===== src/sv/axis_angle_rotation_matrix_defines.svh =====
// Assertion macros for the rotation matrix block.
`ifndef AXIS_ANGLE_ROTATION_MATRIX_DEFINES_SVH
`define AXIS_ANGLE_ROTATION_MATRIX_DEFINES_SVH
`ifndef SYNTH
`define ARM_ASSERT_IMPL(label, clk, rst, ante, cons) \
   label: assert property (@(posedge clk) disable iff (rst) (ante) |-> (cons)) \
      else $error("assertion failed");
`define ARM_ASSERT_NEXT(label, clk, rst, ante, cons) \
   label: assert property (@(posedge clk) disable iff (rst) (ante) |=> (cons)) \
      else $error("assertion failed");
`else
`define ARM_ASSERT_IMPL(label, clk, rst, ante, cons)
`define ARM_ASSERT_NEXT(label, clk, rst, ante, cons)
`endif
`endif


===== src/sv/aarm_pkg.sv =====
package aarm_pkg;
   localparam int TableLen = 32;
   localparam logic signed [33:0] InvGain = 34'sd652032874;

   function automatic logic signed [33:0] atan_turn(input int idx);
      logic signed [33:0] t;
      begin
         unique case (idx)
            0: t = 34'sd536870912;  1: t = 34'sd316933406;
            2: t = 34'sd167458907;  3: t = 34'sd85004756;
            4: t = 34'sd42667331;   5: t = 34'sd21354465;
            6: t = 34'sd10679838;   7: t = 34'sd5340245;
            8: t = 34'sd2670163;    9: t = 34'sd1335087;
            10: t = 34'sd667544;    11: t = 34'sd333772;
            12: t = 34'sd166886;    13: t = 34'sd83443;
            14: t = 34'sd41722;     15: t = 34'sd20861;
            16: t = 34'sd10430;     17: t = 34'sd5215;
            18: t = 34'sd2608;      19: t = 34'sd1304;
            20: t = 34'sd652;       21: t = 34'sd326;
            22: t = 34'sd163;       23: t = 34'sd81;
            24: t = 34'sd41;        25: t = 34'sd20;
            26: t = 34'sd10;        27: t = 34'sd5;
            28: t = 34'sd3;         29: t = 34'sd1;
            30: t = 34'sd1;
            default: t = 34'sd0;
         endcase
         return t;
      end
   endfunction

   // Axis components and quadrant that ride along the rotator chain.
   typedef struct packed {
      logic signed [15:0] ux;
      logic signed [15:0] uy;
      logic signed [15:0] uz;
      logic [1:0]         quad;
   } side_type;

   typedef struct packed {
      logic signed [33:0] x;
      logic signed [33:0] y;
      logic signed [33:0] z;
   } rot_type;
endpackage


===== src/sv/aarm_cell.sv =====
// One CORDIC rotation with its own pipeline register and stall.
module aarm_cell
   import aarm_pkg::*;
#(
   parameter int STEP = 0
) (
   input  logic     clock,
   input  logic     reset,
   input  logic     adv,
   input  logic     in_valid,
   input  rot_type  in_rot,
   input  side_type in_side,
   output logic     out_valid,
   output rot_type  out_rot,
   output side_type out_side
);
   logic     valid_ff;
   rot_type  rot_ff, rot_in;
   side_type side_ff;

   always_comb begin
      if (in_rot.z >= 0) begin
         rot_in.x = in_rot.x - (in_rot.y >>> STEP);
         rot_in.y = in_rot.y + (in_rot.x >>> STEP);
         rot_in.z = in_rot.z - atan_turn(STEP);
      end else begin
         rot_in.x = in_rot.x + (in_rot.y >>> STEP);
         rot_in.y = in_rot.y - (in_rot.x >>> STEP);
         rot_in.z = in_rot.z + atan_turn(STEP);
      end
   end

   always_ff @(posedge clock) begin
      if (reset) begin
         valid_ff <= 1'b0;
      end else if (adv) begin
         valid_ff <= in_valid;
      end
      if (adv) begin
         rot_ff  <= rot_in;
         side_ff <= in_side;
      end
   end

   assign out_valid = valid_ff;
   assign out_rot   = rot_ff;
   assign out_side  = side_ff;
endmodule


===== config.mk =====
export PLATFORM = sky130hd
export DESIGN_NAME = aarm_cell
export DESIGN_NICKNAME = d
export VERILOG_FILES = /design/src/sv/axis_angle_rotation_matrix_defines.svh /design/src/sv/aarm_pkg.sv /design/src/sv/aarm_cell.sv
export SDC_FILE = /design/constraint.sdc
export NUM_CORES = 1
export LEC_CHECK = 0
export ABC_AREA = 1
export BUFFER_PORTS_ARGS = -buffer_cell sky130_fd_sc_hd__buf_2
export CAP_MARGIN = 5
export CORE_ASPECT_RATIO = 1.1
export CORE_MARGIN = 5
export CORE_UTILIZATION = 30
export CTS_CLUSTER_SIZE = 28
export DETAILED_ROUTE_END_ITERATION = 6
export PLACE_DENSITY = 0.54
export SYNTH_ARGS = -nofsm -noshare
export SYNTH_HDL_FRONTEND = slang
export SYNTH_SLANG_ARGS = --single-unit
export TNS_END_PERCENT = 100

===== constraint.sdc =====
create_clock -name clock -period 2.1 [get_ports clock]
set_input_delay 0.105 -clock clock [delete_from_list [all_inputs] [get_ports clock]]
set_output_delay 0.105 -clock clock [all_outputs]
set_load 0.02 [all_outputs]

---- Yosys cells after proc, flatten, opt, wreduce, memory -nomap -nowiden ----
Cells that the tools add are included.
operators by class
  magnitude comparators ................... 1
  add/subtract/negate cells ............... 5
  multiplexer cells ....................... 1
operators with widths
  kind                                                  number
  two-way mux 102 bit                                   1
  subtractor 34 bit                                     2
  adder 34 x 31 -> 34 bit, second input constant        1
  adder 34 bit                                          1
  >= comparator 34 x 1 -> 1 bit, second input constant  1
  subtractor 34 x 31 -> 34 bit, second input constant   1
storage, ports and cells
  register bits after elaboration ......... 153
  bits of input ports ..................... 156
  output and inout bits ................... 153
  word-level logic and storage cells ...... 15

---- Depth between registers and ports, before layout ----
  depth in word-level cells ............... 2
  depth in mapped cells ................... 18
  gate-level depth less buffers ........... 17

---- Least setup slack after synthesis ----
OpenSTA, ideal clock, no wires.
  path type ............................... input -> register
  start point ............................. input in_rot[33] (netlist bit)
  end point ............................... register rot_ff (netlist bit out_rot[33]), data pin
  slack ................................... 0.090 ns
  stages .................................. 12
  data arrival time ....................... 1.751 ns
  path buffers ............................ 1
  data required time ...................... 1.841 ns
  library setup time ...................... 0.259 ns
  path through ............................ inv_1 -> ha_1 -> nand3b_1 -> nor3_1 -> nand4_1 -> o21ai_2 -> buf_2 -> ha_1 -> nand2_1 -> nand2_1 -> a21oi_1 -> xnor2_1
RTL lines
  what                  RTL line         RTL
  from (decl)           aarm_cell.sv:11  input rot_type in_rot,
  to (signal assigned)  aarm_cell.sv:40  rot_ff <= rot_in;
  to (decl)             aarm_cell.sv:18  rot_type rot_ff, rot_in;

==> out/metrics.cfg <==
[outcome]
outcome = complete, no violations

[clock_tree]
tritoncts = yes
clkTransAtPathRegs_ns = 0.08
clockBufferDepth = 2
cts-root-buf = clkbuf_16
cts_buffers = 17
clk_latency_ns = 0.44
cts.sinks = 152
cts_max_level = 4

[placement]
port-buffer-count = 308
place_congestion = 0.932
pre_cts_ws_ns = -0.239
post-dp-hpwl_um = 40600

[timing]
timing.final.crit_share = 0.964
relSlewSlack = 0.707
fmax_ghz = 0.494
min_period_ns = 2.02
tightest_slew_ns = 0.435
slew_violations = 0
hold_viol = 0
worst_slack_ns = 0.0755
skew_ns = 0
finalSetupViolCount = 0

[grt]
grt_pass1_vias = 13400
grt_usage = 0.214
overflow = 0
antenna_found_initial = 1
grt_pass1_wl_um = 72100
grt_start_max_net_pins = 39

[yosys]
synth_top_area_frac = 0.381
synth_edf_count = 151
ys_ff_latch = 152
synthFlopType = edfxtp_1
syn_inst = 1583
synthTopCellsByArea = edfxtp_1 38%, nand2_1 13%, ha_1 11%
avgSynthCellArea_um2 = 7.52
netlist_area_um2 = 11900
synth_top_area_cell = edfxtp_1
ys_seq_area_frac = 0.383
synth_nets = 1847
synth-async-reset-ratio = 0
synth_cell_types = 39
yosys_warnings = 0

[hold_path]
hold_class = in2reg

[routing]
final_antenna_net_count = 0
first_iter_violations = 764
first_pass_iters = 6
vias = 13200
viasPerCell = 4.71
avgRoutedWirePerCell_um = 17.2
drc = 0
postRouteWirelength_um = 48100

[die]
rows = 76
ios = 309
die_y_um = 219
dieArea_um2 = 43800
die_w_um = 200
coreArea_um2 = 39200
initial_core_util = 0.304

[power]
p_leak_nw = 8.97
p_switching_w = 0.00398
power.total_w = 0.0112
p_per_area_nw_per_um2 = 629
p_seq_frac = 0.343
switching_share = 0.355
power.share.clock = 0.283
combPwrFrac = 0.374
p_int_w = 0.00725
ir_drop_mv = 0.661

[worst_setup_path]
crit_type = in2reg
path_max_fanout = 9
required_ns = 2.41
arrival_ns = 2.34
cp-end-kind = flop
start_kind = input port

[layout]
syn_to_final_growth_pct = 50.1
drive_above_1_share = 0.301
multi_input_area_um2 = 6390
fillers = 3934
fin_nets = 2539
final-seq-area_um2 = 4550

[flow_run]
drv_cap = 0

-- power by group through the flow --
stage | clock [W] | combinational [W] | sequential [W]
2_1_floorplan | 0 | 0.00158 | 0.00434
6_report | 0.00318 | 0.00420 | 0.00386
3_3_place_gp | 0 | 0.00402 | 0.00392
3_5_place_dp | 0 | 0.00405 | 0.00392
4_1_cts | 0.00327 | 0.00418 | 0.00386
5_1_grt | 0.00337 | 0.00459 | 0.00388
-- cell usage in the layout (no fill, tap or decap), types with 9 or more instances in the layout --
master	n
a21o_1	9
nor3_1	17
ha_1	103
a21oi_1	128
edfxtp_1	151
clkbuf_16	17
nand2_1	426
buf_2	301
o21ai_0	96
dlygate4sd3_1	81
nor2_1	142
xor2_1	36
buf_4	324
inv_1	209
nand4_1	13
nand3_1	141
o21bai_1	13
-- synthesized netlist by cell type, types with 12 or more instances --
| master | number |
|---|---|
| o21bai_1 | 13 |
| xor2_1 | 36 |
| nand2_1 | 426 |
| nor2_1 | 147 |
| ha_1 | 104 |
| nand3_1 | 143 |
| buf_4 | 12 |
| nand4_1 | 13 |
| edfxtp_1 | 151 |
| nor3_1 | 18 |
| o21ai_0 | 96 |
| a21oi_1 | 128 |
| inv_1 | 209 |
| buf_2 | 21 |
-- metrics by stage --
step	hold slack (ns)	util	instances	instance area [µm²]	TNS (ns)
after floorplan	0.177	-	1583	11900	0
after global routing	0.0695	0.456	2795	17900	-0.0517
after detailed placement	0.265	0.419	2687	16400	-5.48
after CTS	0.0476	0.455	2799	17800	0
final	0.0612	0.456	2795	17900	0
after global placement	0.263	0.419	2687	16400	-5.07
-- per-layer routing --
metal,global-route usage,wire [µm],up-vias
met3,0.0246,3060,54
met4,0.0713,1200,0
li1,-,-,6612
met5,0,0,-
met1,0.272,20700,6064
met2,0.377,23200,443
-- critical path: stages --
cell,delay [ns]
dlygate4sd3_1,0.56
buf_2,0.14
nor4_1,0.30
nand3_1,0.21
nor2_1,0.28
nor2_4,0.13
buf_12,0.16
o21ai_0,0.26
buf_4,0.19
-- sequential cells by signal, indices dropped and copies added, names as in the netlist --
register	count
out_rot	101
out_side	50
out_valid	1
-- cell families after synthesis --
logic type,count (synthesis),share of synthesized area
muxes,1,0.000841
DFF,152,0.383
adders and majority gates,108,0.116
and+or+nand+nor,766,0.267
xor gates and xnor gates,37,0.0272
buffers and inverters,253,0.0860
AOI/OAI and AO/OA,266,0.120
-- path summary, 6_finish.rpt --
kind / startpoint / to / slack, ns / cells after the start
worst max-delay path: in_rot[0] / out_rot[44]$_DFFE_PP_ / 0.08 / 9
worst min-delay path: adv / out_rot[80]$_DFFE_PP_ / 0.06 / 1
worst max register to register: out_valid$_SDFFE_PP0P_ / out_valid$_SDFFE_PP0P_ / 0.96 / 3
worst min register to register: out_valid$_SDFFE_PP0P_ / out_valid$_SDFFE_PP0P_ / 1.04 / 3
-- timing repair --
action | 4_1_cts | 5_1_grt
resized for setup | 0 | 12
setup buffers | 0 | 1
endpoints found under the setup margin | 0 | 3
hold endpoints to repair | 80 | 0
hold buffers | 81 | 0
-- area by class of cell --
cell class              instances  share of cell area
diodes                          1            0.000140
clock buffers                  17              0.0238
clock inverters                14             0.00911
inverters                     212              0.0446
multi-input cells            1178               0.358
flip-flops and latches        152               0.255
well taps                     507              0.0355
repair buffers                714               0.274
No activity file was read; power rests on OpenSTA's default activity.
